File: src/rtl/core/cir_pkg.sv
`timescale 1ns / 1ps

package cir_pkg;

  localparam int unsigned VelW = 32;
  localparam int unsigned NrmW = 16;
  localparam int unsigned ImW = 32;
  localparam int unsigned ResW = 16;
  localparam int unsigned CntW = 4;
  localparam int unsigned MaxContactsDef = 15;

  localparam int unsigned DiffW = VelW + 1;
  localparam int unsigned ProdW = DiffW + NrmW;
  localparam int unsigned DotW = ProdW + 1;
  localparam int unsigned MW = 35;
  localparam int unsigned EfW = ResW + 1;
  localparam int unsigned SW = 36;
  localparam int unsigned FracR = 24;
  localparam int unsigned RW = FracR + 1;
  localparam int unsigned KW = 36;
  localparam int unsigned DigW = 4;
  localparam int unsigned CdivStages = KW / DigW;
  localparam int unsigned MdivStages = RW;
  localparam int unsigned MagW = 38;
  localparam int unsigned SumW = MagW + 2;

  typedef enum logic [1:0] {
    OcApplied  = 2'd0,
    OcStatic   = 2'd1,
    OcSeparate = 2'd2
  } outcome_e;

  typedef struct packed {
    logic [VelW-1:0] vax;
    logic [VelW-1:0] vay;
    logic [VelW-1:0] vbx;
    logic [VelW-1:0] vby;
  } vel_t;

  typedef struct packed {
    vel_t            vel;
    logic [NrmW-1:0] nx;
    logic [NrmW-1:0] ny;
    logic [ImW-1:0]  ima;
    logic [ImW-1:0]  imb;
    logic [ResW-1:0] ea;
    logic [ResW-1:0] eb;
    logic [CntW-1:0] cnt;
  } in_t;

  typedef struct packed {
    vel_t            vel;
    logic [NrmW-1:0] nx;
    logic [NrmW-1:0] ny;
    outcome_e        oc;
  } pass_t;

  typedef struct packed {
    pass_t           p;
    logic [CntW-1:0] cnt;
    logic [SW-1:0]   s;
  } imp_t;

  typedef struct packed {
    imp_t           i;
    logic [ImW-1:0] ima;
    logic [ImW:0]   ims;
  } front_t;

  typedef struct packed {
    imp_t          i;
    logic [RW-1:0] ra;
    logic          rnz;
  } share_t;

  typedef struct packed {
    pass_t           p;
    logic [CntW-1:0] c;
    logic [KW-1:0]   xa;
    logic [KW-1:0]   xb;
  } cdin_t;

  typedef struct packed {
    pass_t         p;
    logic [KW-1:0] ka;
    logic [KW-1:0] kb;
  } kk_t;

  typedef struct packed {
    vel_t     vel;
    outcome_e oc;
  } res_t;

endpackage

File: src/rtl/core/cir_scale.sv
`timescale 1ns / 1ps

module cir_scale import cir_pkg::*; (
  input  logic   clk_i,
  input  logic   rst_ni,
  input  logic   in_valid_i,
  output logic   in_ready_o,
  input  share_t in_i,
  output logic   out_valid_o,
  input  logic   out_ready_i,
  output cdin_t  out_o
);

  localparam int unsigned PW = SW + RW;

  logic [1:0] v_q;
  logic [1:0] en;

  imp_t          i1_q;
  logic [PW-1:0] pa1_q, pb1_q;
  cdin_t         o2_q;

  logic [RW-1:0] rb;
  logic [PW-1:0] pa_r, pb_r;
  logic [KW-1:0] half;

  assign en[1] = !v_q[1] || out_ready_i;
  assign en[0] = !v_q[0] || en[1];
  assign in_ready_o = en[0];
  assign out_valid_o = v_q[1];

  always_ff @(posedge clk_i or negedge rst_ni) begin
    if (!rst_ni) begin
      v_q <= '0;
    end else begin
      if (en[0]) v_q[0] <= in_valid_i;
      if (en[1]) v_q[1] <= v_q[0];
    end
  end

  // shares sum to one, less one lsb when the division was inexact
  always_comb begin
    rb = RW'(1 << FracR) - in_i.ra - RW'(in_i.rnz);
    pa_r = pa1_q + PW'(1 << (FracR - 1));
    pb_r = pb1_q + PW'(1 << (FracR - 1));
    half = (i1_q.cnt > CntW'(1)) ? KW'(i1_q.cnt >> 1) : '0;
  end

  always_ff @(posedge clk_i) begin
    if (en[0]) begin
      i1_q <= in_i.i;
      pa1_q <= PW'(in_i.i.s) * PW'(in_i.ra);
      pb1_q <= PW'(in_i.i.s) * PW'(rb);
    end
    if (en[1]) begin
      o2_q.p <= i1_q.p;
      o2_q.c <= (i1_q.cnt > CntW'(1)) ? i1_q.cnt : CntW'(1);
      o2_q.xa <= pa_r[FracR +: KW] + half;
      o2_q.xb <= pb_r[FracR +: KW] + half;
    end
  end

  assign out_o = o2_q;

endmodule

File: config.mk
export PLATFORM = sky130hd
export DESIGN_NAME = cir_scale
export DESIGN_NICKNAME = d
export VERILOG_FILES = /design/src/rtl/core/cir_pkg.sv /design/src/rtl/core/cir_scale.sv
export SDC_FILE = /design/constraint.sdc
export NUM_CORES = 2
export LEC_CHECK = 0
export BUFFER_PORTS_ARGS = -buffer_cell sky130_fd_sc_hd__buf_2
export CAP_MARGIN = 20
export CORE_ASPECT_RATIO = 1.1
export CORE_MARGIN = 3
export CORE_UTILIZATION = 55
export CTS_CLUSTER_SIZE = 20
export DETAILED_ROUTE_END_ITERATION = 8
export PLACE_DENSITY = 0.73
export SLEW_MARGIN = 20
export SYNTH_ARGS = -nofsm -noshare
export SYNTH_HDL_FRONTEND = slang
export SYNTH_SLANG_ARGS = --single-unit
File: constraint.sdc
create_clock -name clk_i -period 12.9 [get_ports clk_i]
set_clock_uncertainty 0.2 [all_clocks]
set_input_delay 2.58 -clock clk_i [delete_from_list [all_inputs] [get_ports clk_i]]
set_output_delay 2.58 -clock clk_i [all_outputs]
set_load 0.005 [all_outputs]
* Word-level counts from Yosys, hierarchy flattened *
Index checks and enable logic that the tools add are counted.

word-level totals
  register bits = 526
  logic and storage cells = 36
  input port bits = 232
  output and inout bits = 240

operators by class
  reductions and logical operators = 4
  multipliers = 2
  $lt $le $gt $ge = 1
  mux-type cells = 1
  add/subtract/negate cells = 6

operators with widths
  operator                                                               count
  60-bit by 24-bit adder with 60-bit output (second input constant)      2
  36-bit by 25-bit multiplier with 60-bit output                         2
  36-bit by 3-bit adder with 36-bit output                               2
  25-bit by 1-bit subtractor with 25-bit output                          1
  25-bit subtractor (first input constant)                               1
  4-bit by 1-bit > comparator with 1-bit output (second input constant)  1
  3-bit 2-to-1 mux                                                       1
  1-bit zero test                                                        2
  1-bit logical OR                                                       2

* Depth between registers and ports, before layout *
  word-level depth = 3
  gate-level depth with buffers = 42
  mapped depth without buffers = 40

* Least setup slack after synthesis *
No wires, ideal clock.

  kind = input-to-reg
  start point = in in_i[10] in the netlist's numbering
  end point = reg pb1_q[56] (data pin)
  buffers on the path = 4
  cell stages on the path = 37
  arrival = 11.658 ns
  slack = 0.783 ns
  path through = clkbuf_1 -> clkbuf_1 -> inv_1 -> ha_1 -> and4_1 -> clkbuf_1 -> o2111ai_1 -> a31o_2 -> a41o_1 -> a31oi_1 -> a211oi_1 -> o21bai_1 -> a21oi_1 -> xnor2_1 -> clkbuf_1 -> nand2_1 -> fa_1 -> fa_1 -> inv_1 -> fa_1 -> fa_1 -> fa_1 -> fa_1 -> inv_1 -> fa_1 -> inv_1 -> ha_1 -> a21oi_1 -> a21oi_1 -> a211o_1 -> a221o_1 -> o211ai_1 -> a2111oi_0 -> o31ai_1 -> o21ai_0 -> o22a_1 -> xor2_1

on the way
  word-level cells in the longest chain between the ends = 3

ends and longest elaborated chain
  what                                            RTL line         RTL
  start, declared                                 cir_scale.sv:8   input share_t in_i,
  25-bit subtractor                               cir_scale.sv:43  rb = RW'(1 << FracR) - in_i.ra - RW'(in_i.rnz);
  25-bit by 1-bit subtractor with 25-bit output   cir_scale.sv:43
  36-bit by 25-bit multiplier with 60-bit output  cir_scale.sv:53  pb1_q <= PW'(in_i.i.s) * PW'(rb);
  end signal, assigned                            cir_scale.sv:53
  end, declared                                   cir_scale.sv:20  logic [PW-1:0] pa1_q, pb1_q;

No other way between the ends.
A chain may end at the register's enable or synchronous reset.

* Final worst setup path *
  start point = in in_i[0] in the netlist's numbering
  end point = reg pb1_q[56] (data pin)

on the way
  word-level cells in the longest chain between the ends = 2

ends and longest elaborated chain
  what                                            RTL line
  25-bit by 1-bit subtractor with 25-bit output   cir_scale.sv:43
  36-bit by 25-bit multiplier with 60-bit output  cir_scale.sv:53

No other way between the ends.

==> results.cfg <==
[status]
outcome = completed

[die]
rows = 140
core_um2 = 133000
design.die.area_um2 = 139000
start_util_pct = 55.6
die_h_um = 390
ios = 472
die_w_um = 355

[routing]
drt-total-wl_mm = 187
drcViolationCount = 0
detail_route.wl_per_cell_um = 19.6
ant_nets = 0
viasPerCell = 5.49
drtIter0Drc = 3703
firstDrtPassIters = 5
vias = 52200

[flow_run]
max_cap_viol_count = 0

[synthesis]
synth_cells = 7403
ys_seq_elements = 480
yosysWarningCount = 0
seq_area_frac_synth_pct = 19.5
synth_edf_count = 478
synth_cell_types = 88
syn-num-nets = 9601
synth_flop_cell = edfxtp_1
syn_area_um2 = 73800
async_flop_share_pct = 0.417
syn_area_per_cell_um2 = 9.97

[sta]
maxSlewViolCount = 0
min_period_ns = 12.21
hold_viol_final = 0
setup_slack_ns = 0.692
setup_tns_ns = 0
setup_violations = 0
rsz0062_at_grt = no
finalCritPeriodShare_pct = 94.6
worst_slew_pin_slew_ns = 1.12
fmax_mhz = 81.9
max_slew_margin_pct = 25.1

[worst_hold_path]
hold-path-cell-count = 0
holdPathEnd = out_o[116]
hp-start = i1_q[80]
min_path_type = flop to flop

[global_route]
antenna_found_initial = 12
grt_usage_pct = 27.7
gr-total-overflow = 0
grt_pass1_vias = 57100
grt_pass1_wl_mm = 302
grt_max_degree = 138

[clocking]
cts.path.max_buffers = 3
htreeDepth = 2
cts_buffers = 48
cts.sinks = 480
clk-insertion-delay-late_ns = 0.61
postCtsSetupBuffers = 0
cts-root-buf = clkbuf_16
cts_resized = 0
cts_tree = yes
cts_hold_buf = 0
clkTransAtPathRegs_ns = 0.06

[setup_path]
r2r_slack_ns = 8.29
cp_slowest_cell = nor2_2
critPathArrivalTime_ns = 12.36
worstRegToRegCells = 13
cp-end-kind = flop
required_ns = 13.05
path_max_fanout = 17
critical-path-max-stage-delay_ns = 0.63
rr_endpoint = out_o[30]
path_common_cell = fa_1
start_kind = input port
r2r_start = i1_q[37]
worstSetupPathType = input port to flop

[placement]
numPortBuffers = 471
dp_slack_ns = 0.233
gp_congestion = 0.897
hpwl_mm = 147

[layout]
fillers = 11200
final_nets = 9889
area_delta_synth_final_pct = 8.31
drive_gt1_share_pct = 9.83
[synth_stat cells, types with 5 or more instances]
cell type | count | share of area, %
nor3b_1 | 8 | 0.081
o31ai_1 | 7 | 0.071
nand3_1 | 50 | 0.34
a211oi_1 | 16 | 0.16
fa_1 | 1556 | 42
a21oi_1 | 130 | 0.88
or2_2 | 10 | 0.085
nand4_1 | 41 | 0.35
a21o_1 | 66 | 0.67
inv_1 | 1631 | 8.3
clkbuf_1 | 369 | 1.9
nand2b_1 | 19 | 0.16
nor4_1 | 13 | 0.11
a21boi_0 | 6 | 0.061
nor3_1 | 27 | 0.18
nor2_1 | 112 | 0.57
o21bai_1 | 13 | 0.13
or3_1 | 14 | 0.12
a2111oi_0 | 5 | 0.059
a211o_1 | 5 | 0.059
o21ai_1 | 5 | 0.034
and4_1 | 9 | 0.11
edfxtp_1 | 478 | 19
a41oi_1 | 5 | 0.059
and3_1 | 21 | 0.18
o21ai_0 | 62 | 0.42
a31oi_1 | 21 | 0.18
and2_1 | 575 | 4.9
nand2_1 | 1318 | 6.7
o21a_1 | 12 | 0.12
a32oi_1 | 5 | 0.059
nor2b_1 | 47 | 0.40
buf_1 | 14 | 0.071
ha_1 | 410 | 7.0
o22ai_1 | 7 | 0.059
buf_2 | 7 | 0.047
a221oi_1 | 6 | 0.071
xnor2_1 | 149 | 1.8
o211ai_1 | 15 | 0.15
xor2_1 | 54 | 0.64
[final cells by class]
class	instances	area [um2]	share of cell area (%)
flip-flops and latches	480	14400	18.0
clock inverters	22	230	0.288
repair buffers	630	3640	4.55
inverters	1631	6120	7.66
diodes	10	25.0	0.0313
clock buffers	67	1330	1.67
multi-input cells	4900	51900	65.0
well taps	1775	2220	2.78
[per-stage QoR]
step,std cells,hold WS (ns),cell area (um2),utilization [%]
final,9515,0.198,79900,60.2
after global routing,9508,0.205,79900,60.2
after CTS,9505,0.191,79900,60.2
after detailed placement,9416,0.205,78300,59.0
after global placement,9416,0.200,78300,59.0
after floorplan,7403,0.200,73800,-
[layout by cell type, fill, tap and decap left out, drive strengths merged, types with 68 or more instances in the layout]
master,count
inv,1632
edfxtp,478
and2,576
o21ai,68
buf,630
ha,410
a21oi,130
xnor2,149
nor2,114
nand2,1318
fa,1556
[logic make-up after synthesis]
kind of cell | synth area share [%]
multiplexers | 0.0271
buffers and inverters | 10.3
adder cells (fa/ha/maj) | 49.2
AO/OA/AOI/OAI | 3.85
XOR/XNOR | 2.41
AND/OR/NAND/NOR | 14.7
flip-flops | 19.5
[worst max-delay path by stage]
stage,from,endpoint,slack [ns],cells past startpoint
finish,in_i[0],pb1_q[56],0.69,39
detailed placement,in_i[0],pb1_q[56],0.23,41
CTS,in_i[0],pb1_q[56],0.86,41
global placement,in_i[0],pb1_q[56],0.29,39
floorplan,in_i[10],pb1_q[56],0.78,37
global route,in_i[0],pb1_q[56],0.17,39
[state kept, by name (all words and copies together) (netlist names)]
name / count
v_q: 2
out_o: 238
i1_q: 166
pb1_q: 37
pa1_q: 37
[layer usage]
metal  part of all wire, %  GRT usage, %  vias to the layer above
li1                      -             -                    22700
met1                    37          34.6                    26900
met3                   7.0          3.73                      521
met2                    50          47.9                     2132
met4                   5.3          13.3                       12
met5                 0.049             0                        -
[worst max-delay path, delay by kind of cell]
family | cells | cell delay [ns]
fa+ha+maj | 11 | 4.29
simple gates | 3 | 0.96
compound gates | 16 | 3.56
buf+inv | 8 | 0.83
xor+xnor | 1 | 0.14
Power is not shown: default switching activity piles up to over one toggle a cycle in this logic, so the estimate is an artifact.
