### src/rtl/core/cir_pkg.sv
`timescale 1ns / 1ps

package cir_pkg;

  localparam int unsigned VelW = 32;
  localparam int unsigned NrmW = 16;
  localparam int unsigned ImW = 32;
  localparam int unsigned ResW = 16;
  localparam int unsigned CntW = 4;
  localparam int unsigned MaxContactsDef = 15;

  localparam int unsigned DiffW = VelW + 1;
  localparam int unsigned ProdW = DiffW + NrmW;
  localparam int unsigned DotW = ProdW + 1;
  localparam int unsigned MW = 35;
  localparam int unsigned EfW = ResW + 1;
  localparam int unsigned SW = 36;
  localparam int unsigned FracR = 24;
  localparam int unsigned RW = FracR + 1;
  localparam int unsigned KW = 36;
  localparam int unsigned DigW = 4;
  localparam int unsigned CdivStages = KW / DigW;
  localparam int unsigned MdivStages = RW;
  localparam int unsigned MagW = 38;
  localparam int unsigned SumW = MagW + 2;

  typedef enum logic [1:0] {
    OcApplied  = 2'd0,
    OcStatic   = 2'd1,
    OcSeparate = 2'd2
  } outcome_e;

  typedef struct packed {
    logic [VelW-1:0] vax;
    logic [VelW-1:0] vay;
    logic [VelW-1:0] vbx;
    logic [VelW-1:0] vby;
  } vel_t;

  typedef struct packed {
    vel_t            vel;
    logic [NrmW-1:0] nx;
    logic [NrmW-1:0] ny;
    logic [ImW-1:0]  ima;
    logic [ImW-1:0]  imb;
    logic [ResW-1:0] ea;
    logic [ResW-1:0] eb;
    logic [CntW-1:0] cnt;
  } in_t;

  typedef struct packed {
    vel_t            vel;
    logic [NrmW-1:0] nx;
    logic [NrmW-1:0] ny;
    outcome_e        oc;
  } pass_t;

  typedef struct packed {
    pass_t           p;
    logic [CntW-1:0] cnt;
    logic [SW-1:0]   s;
  } imp_t;

  typedef struct packed {
    imp_t           i;
    logic [ImW-1:0] ima;
    logic [ImW:0]   ims;
  } front_t;

  typedef struct packed {
    imp_t          i;
    logic [RW-1:0] ra;
    logic          rnz;
  } share_t;

  typedef struct packed {
    pass_t           p;
    logic [CntW-1:0] c;
    logic [KW-1:0]   xa;
    logic [KW-1:0]   xb;
  } cdin_t;

  typedef struct packed {
    pass_t         p;
    logic [KW-1:0] ka;
    logic [KW-1:0] kb;
  } kk_t;

  typedef struct packed {
    vel_t     vel;
    outcome_e oc;
  } res_t;

endpackage

### src/rtl/core/cir_cdiv.sv
`timescale 1ns / 1ps

module cir_cdiv import cir_pkg::*; (
  input  logic  clk_i,
  input  logic  rst_ni,
  input  logic  in_valid_i,
  output logic  in_ready_o,
  input  cdin_t in_i,
  output logic  out_valid_o,
  input  logic  out_ready_i,
  output kk_t   out_o
);

  localparam int unsigned NSt = CdivStages;

  logic [NSt-1:0] v_q;
  logic [NSt-1:0] en;

  pass_t           p_q  [NSt];
  logic [CntW-1:0] c_q  [NSt];
  logic [KW-1:0]   xa_q [NSt];
  logic [KW-1:0]   xb_q [NSt];
  logic [CntW-1:0] ra_q [NSt];
  logic [CntW-1:0] rb_q [NSt];
  logic [KW-1:0]   xa_d [NSt];
  logic [KW-1:0]   xb_d [NSt];
  logic [CntW-1:0] ra_d [NSt];
  logic [CntW-1:0] rb_d [NSt];

  logic [2*DigW-1:0] sa, sb;

  function automatic logic [2*DigW-1:0] div_digit(logic [CntW-1:0] c, logic [CntW-1:0] r,
                                                 logic [DigW-1:0] dig);
    logic [CntW:0]   t;
    logic [CntW-1:0] rr;
    logic [DigW-1:0] q;
    rr = r;
    q = '0;
    for (int j = DigW-1; j >= 0; j--) begin
      t = {rr, dig[j]};
      if (t >= {1'b0, c}) begin
        q[j] = 1'b1;
        t = t - {1'b0, c};
      end
      rr = t[CntW-1:0];
    end
    return {q, rr};
  endfunction

  always_comb begin
    en[NSt-1] = !v_q[NSt-1] || out_ready_i;
    for (int k = NSt-2; k >= 0; k--) begin
      en[k] = !v_q[k] || en[k+1];
    end
  end

  assign in_ready_o = en[0];
  assign out_valid_o = v_q[NSt-1];

  always_ff @(posedge clk_i or negedge rst_ni) begin
    if (!rst_ni) begin
      v_q <= '0;
    end else begin
      if (en[0]) v_q[0] <= in_valid_i;
      for (int k = 1; k < NSt; k++) begin
        if (en[k]) v_q[k] <= v_q[k-1];
      end
    end
  end

  // quotient digits overwrite the dividend digits they came from
  always_comb begin
    xa_d[0] = in_i.xa;
    xb_d[0] = in_i.xb;
    sa = div_digit(in_i.c, '0, in_i.xa[KW-1 -: DigW]);
    sb = div_digit(in_i.c, '0, in_i.xb[KW-1 -: DigW]);
    xa_d[0][KW-1 -: DigW] = sa[2*DigW-1 -: DigW];
    xb_d[0][KW-1 -: DigW] = sb[2*DigW-1 -: DigW];
    ra_d[0] = sa[CntW-1:0];
    rb_d[0] = sb[CntW-1:0];
    for (int k = 1; k < NSt; k++) begin
      xa_d[k] = xa_q[k-1];
      xb_d[k] = xb_q[k-1];
      sa = div_digit(c_q[k-1], ra_q[k-1], xa_q[k-1][KW-1-DigW*k -: DigW]);
      sb = div_digit(c_q[k-1], rb_q[k-1], xb_q[k-1][KW-1-DigW*k -: DigW]);
      xa_d[k][KW-1-DigW*k -: DigW] = sa[2*DigW-1 -: DigW];
      xb_d[k][KW-1-DigW*k -: DigW] = sb[2*DigW-1 -: DigW];
      ra_d[k] = sa[CntW-1:0];
      rb_d[k] = sb[CntW-1:0];
    end
  end

  always_ff @(posedge clk_i) begin
    if (en[0]) begin
      p_q[0] <= in_i.p;
      c_q[0] <= in_i.c;
      xa_q[0] <= xa_d[0];
      xb_q[0] <= xb_d[0];
      ra_q[0] <= ra_d[0];
      rb_q[0] <= rb_d[0];
    end
    for (int k = 1; k < NSt; k++) begin
      if (en[k]) begin
        p_q[k] <= p_q[k-1];
        c_q[k] <= c_q[k-1];
        xa_q[k] <= xa_d[k];
        xb_q[k] <= xb_d[k];
        ra_q[k] <= ra_d[k];
        rb_q[k] <= rb_d[k];
      end
    end
  end

  always_comb begin
    out_o.p = p_q[NSt-1];
    out_o.ka = xa_q[NSt-1];
    out_o.kb = xb_q[NSt-1];
  end

endmodule

### config.mk
export PLATFORM = sky130hd
export DESIGN_NAME = cir_cdiv
export DESIGN_NICKNAME = d
export VERILOG_FILES = /design/src/rtl/core/cir_pkg.sv /design/src/rtl/core/cir_cdiv.sv
export SDC_FILE = /design/constraint.sdc
export NUM_CORES = 2
export LEC_CHECK = 0
export BUFFER_PORTS_ARGS = -buffer_cell sky130_fd_sc_hd__buf_2
export CAP_MARGIN = 30
export CORE_MARGIN = 4
export CORE_UTILIZATION = 63
export DETAILED_ROUTE_END_ITERATION = 7
export PLACE_DENSITY = 0.85
export SETUP_SLACK_MARGIN = 0.05
export SYNTH_ARGS = -nofsm -noshare
export SYNTH_HDL_FRONTEND = slang
export SYNTH_SLANG_ARGS = --single-unit
export TNS_END_PERCENT = 10
### constraint.sdc
create_clock -name clk_i -period 31.8 [get_ports clk_i]
set_clock_uncertainty 0.1 [all_clocks]
set_input_delay 0 -clock clk_i [delete_from_list [all_inputs] [get_ports clk_i]]
set_output_delay 0 -clock clk_i [all_outputs]
set_load 0.05 [all_outputs]
======== After elaboration in Yosys (flattened, before gate mapping) ========
Memories as Yosys holds them, arrays and structs flattened.
Cells that the tools add are included.
storage, ports and cells
  output and inout bits ................... 236
  memories kept ........................... 6
  bits in writable memories ............... 2214
  logic and storage cells ................. 339
  bits in registers ....................... 9
memories
  name  depth  width  rd ports  clocked after Yosys merged registers in  wr ports  line            text
  p_q   9      162    9         0                                        9         cir_cdiv.sv:19  pass_t p_q [NSt];
  xa_q  9      36     9         0                                        9         cir_cdiv.sv:21  logic [KW-1:0] xa_q [NSt];
  xb_q  9      36     9         0                                        9         cir_cdiv.sv:22  logic [KW-1:0] xb_q [NSt];
  c_q   9      4      8         0                                        9         cir_cdiv.sv:20  logic [CntW-1:0] c_q [NSt];
  ra_q  9      4      8         0                                        9         cir_cdiv.sv:23  logic [CntW-1:0] ra_q [NSt];
  rb_q  9      4      8         0                                        9         cir_cdiv.sv:24  logic [CntW-1:0] rb_q [NSt];
cells by class
  mux-type cells .......................... 162
  reductions and logical operators ........ 18
  $add $sub $neg .......................... 72
  order comparisons ....................... 72
operators by type and width
  cell                number
  $ge A5 B4 Y1        70
  $mux W4             72
  $sub A4 B4 Y4       70
  $mux W1             90
  $logic_not A1 Y1    9
  $logic_or A1 B1 Y1  9
  $ge A1 B4 Y1        2
  $sub A1 B4 Y4       2

======== Depth between registers and ports, before layout ========
  depth in word-level cells ............... 12
  gate-level depth with buffers ........... 31
  depth with buffers taken out ............ 30

======== Worst setup path after synthesis ========
No wires, ideal clock.
  path kind ............................... register to register
  start ................................... register v_q[8]
  end ..................................... memory c_q[0][0], enable pin
  stages on the path, launching flop included .. 6
  setup slack ............................. 14933 ps
  arrival time ............................ 13586 ps
  library setup time ...................... 3182 ps
  path buffers ............................ 0
  cells stage by stage .................... dfrtp_1 nand2b_1 nor2_1 and3_1 and3_1 nand4_1
RTL lines
  item                             line            text
  start, declared                  cir_cdiv.sv:16  logic [NSt-1:0] v_q;
  start signal, assigned by index  cir_cdiv.sv:66  if (en[k]) v_q[k] <= v_q[k-1];
  end, declared                    cir_cdiv.sv:20

==> summary.txt <==
Logic synthesis
  • Post-synth cell types: 94
  • Seq/Total Area, Yosys: 0.800
  • Compound-gate portion of the synthesized area: 0.0446
  • Mapped Nets: ~4,900
  • Area of the mapped netlist: about 83,000 sq um
  • Yosys warning count: 0
  • Adder-Cell Fraction of Synth Area: 0.0593
  • Combinational family with the most area after synthesis: adder cells
  • Simple-gate portion of the synthesized area: 0.0292
  • Post-Synth XOR/XNOR Area: 0.0107
  • Asr flop ratio synth: 0.00407
  • Post-synthesis area per instance: just under 20 sq um
  • Top_reg_cell synth: edfxtp_1
  • Synthesized instance count: ~4,300
  • Multiplexer share of the synthesized area: 0.0216
  • Post-synth EDFFs: around 2,200
  • Register bit count reported by yosys: 2,211

Timing
  • Final slew viol count: 0
  • Maximum clock frequency: 0.116 GHz
  • TNS Setup: 0 ns
  • Final Cycle Share: 0.272
  • Finish-stage setup viols: 0
  • Max_slew headroom: 0.219
  • Period minus WS final: between 8 and 9 ns
  • Worst slew pin tran: around 1.2 ns
  • Hold Vio Cnt, Final: 0
  • Post-route worst setup slack: 23.16 ns
  • RSZ-0062 raised after global routing: false

Setup path
  • CP max-delay cell: inv_1
  • Critical Path Source Type: register
  • Crit-path leading delay family: compound AO/OA/AOI/OAI gates
  • CP max FO: 12
  • Required time worst endpoint: 32.25 ns
  • CP Capture Type: register
  • Critical path class: reg2reg
  • Worst Path Buf+Inv: 2
  • Data arrival, critical path: ~9.1 ns
  • Most used cell, CP: ha_1
  • Slowest cell delay on critical path: ~0.55 ns

Global routing
  • Initial antenna violation count: 10
  • Vias in the first global route: 43,300
  • Largest net degree at the start of global routing: roughly 140
  • First-pass GRT wire length: between 200 and 300 mm
  • Total gr overflow: 0
  • GRT Total Usage: 0.263

Route
  • Drt initial violations: just under 4,000
  • 1st-pass router iterations: 6
  • M1 WL: 66.4 mm
  • Vias/cell: between 5 and 6
  • Overall routed net length: between 150 and 200 mm
  • Post-route DRC: 0
  • Routed Antenna Nets: 0
  • Drt wl/cell: roughly 25 um
  • Metal3 WL: between 10 and 15 mm
  • Via count: 41,200
  • WL met2: around 92 mm
  • Max layer used: met5

Final layout
  • Share of cells above drive strength 1: 0.173
  • Commonest cells after routing, fill and taps aside: edfxtp_1, buf_2, dlygate4sd3_1
  • Final net count: 5,834
  • Fill cells: approximately 7,100
  • Most common cell after layout, fill and taps aside: edfxtp_1
  • Register Area: approximately 66,000 sq um
  • Area grow syn2layout: 17.6%
  • Multi-input gate area: 13,700 sq um
  • Fin util: 0.749
  • Fin cells: around 7,000

Floorplanning
  • I/O pin total: 478
  • Core footprint: between 100,000 and 150,000 sq um
  • Die W: ~370 um
  • Starting Density: 0.637
  • Row cnt: approximately 130
  • Die height: between 300 and 400 um
  • Total die area: between 100,000 and 150,000 sq um

Place
  • Dpl cells: ~6,300
  • Port Buffer Count: ~480
  • Setup WS pre-CTS: between 20 and 25 ns
  • DP HPWL: ~96 mm
  • RD Place Congestion: ~0.87

CTS
  • Resized Gates After CTS: 0
  • TritonCTS clock tree: yes
  • Buffer count from post-CTS setup fixing: 0
  • Clock Sinks: approximately 2,200
  • Worst skew pair latency: roughly 0.84 ns
  • Htree depth: 4
  • Clock transition at path regs: 0.08 ns
  • CTS Buffer Depth: 3
  • CTS Buf Count: between 200 and 250
  • Root Buffer: clkbuf_16

Min path
  • Hold crit path type: in2async

Run status
  • Status: finished, final reports clean

Job
  • Max Cap Viol: 0
cell families after synthesis:
logic type | count (synthesis)
flip-flops | 2211
buffers and inverters | 525
AO/OA/AOI/OAI | 508
AND/OR/NAND/NOR | 428
adder cells (fa/ha/maj) | 352
multiplexers | 164
XOR/XNOR | 101
stage by stage:
stage	instance area [sq um]	hold slack (ns)
6_report	97500	0.135
4_1_cts	97300	0.0593
2_1_floorplan	82900	-0.396
3_3_place_gp	85900	-0.226
3_5_place_dp	86100	-0.209
5_1_grt	97500	0.132
cell usage after synthesis (11+ instances only):
library cell  number  share of area
and3_1            12        0.00091
mux2i_1           80         0.0097
nor3_1            32         0.0019
nand3b_1          16         0.0014
nor2b_1           46         0.0035
inv_1            275          0.012
a21o_1            72         0.0065
and3b_1           11         0.0012
or4_1             11         0.0010
o31a_1            15         0.0016
nand3_1           14        0.00085
ha_1             284          0.043
a221oi_1          13         0.0014
nor2_1            83         0.0038
or2_2             14         0.0011
nand4_1           12        0.00091
o21a_1            27         0.0024
nand2b_1          48         0.0036
or3_1             12        0.00091
o211ai_1          12         0.0011
nor4_1            14         0.0011
o21ai_0          102         0.0062
nand2_1           55         0.0025
and2_1            16         0.0012
buf_4            234          0.021
edfxtp_1        2202           0.80
xor2_1            47         0.0050
a211oi_1          28         0.0025
fa_1              68          0.016
a211o_1           17         0.0018
a21boi_0          15         0.0014
mux2_2            69         0.0094
xnor2_1           54         0.0057
a21oi_1          104         0.0063
state kept, by name (all words and copies together), names as in the netlist:
signal / count
p_q: 1458
xa_q: 324
xb_q: 324
c_q: 32
ra_q: 32
rb_q: 32
v_q: 9
what timing repair did:
| action | in CTS | in global routing |
|---|---|---|
| endpoints found under the hold margin | 276 | 0 |
| setup endpoints to repair | 0 | 0 |
| hold buffers | 475 | 0 |
metal layers:
layer  vias up  track usage
met2      1944        0.454
li1      18200            -
met3       532       0.0471
met4         8        0.132
met1     20600        0.321
met5         -            0
final timing paths:
path	startpoint	to	slack (ns)	depth (start not counted)
max in group asynchronous	rst_ni	v_q[0]	31.11	3
min reg2reg	xa_q[0][257]	xa_q[0][293]	0.27	0
min	rst_ni	v_q[6]	0.14	3
max reg2reg	c_q[0][1]	rb_q[0][7]	23.16	25
min in group clk_i	in_i[32]	rb_q[0][0]	0.15	4
max	c_q[0][1]	rb_q[0][7]	23.16	25
cell type report:
cell class,count,share of cell area
clock inverter,118,0.0121
clock buffer,243,0.0543
tap,1742,0.0224
antenna,2,0.0000513
timing repair buffer,990,0.0787
multi-input combinational,1553,0.141
inverter,281,0.0110
sequential,2211,0.680
tightest hold or removal path, delay by kind of cell:
kind | cells | cell delay, ns
buf+inv | 3 | 1.52
Power is left out: the tool's default activity adds up to more than one toggle a clock period on the data nets, which glitch-free logic cannot reach.
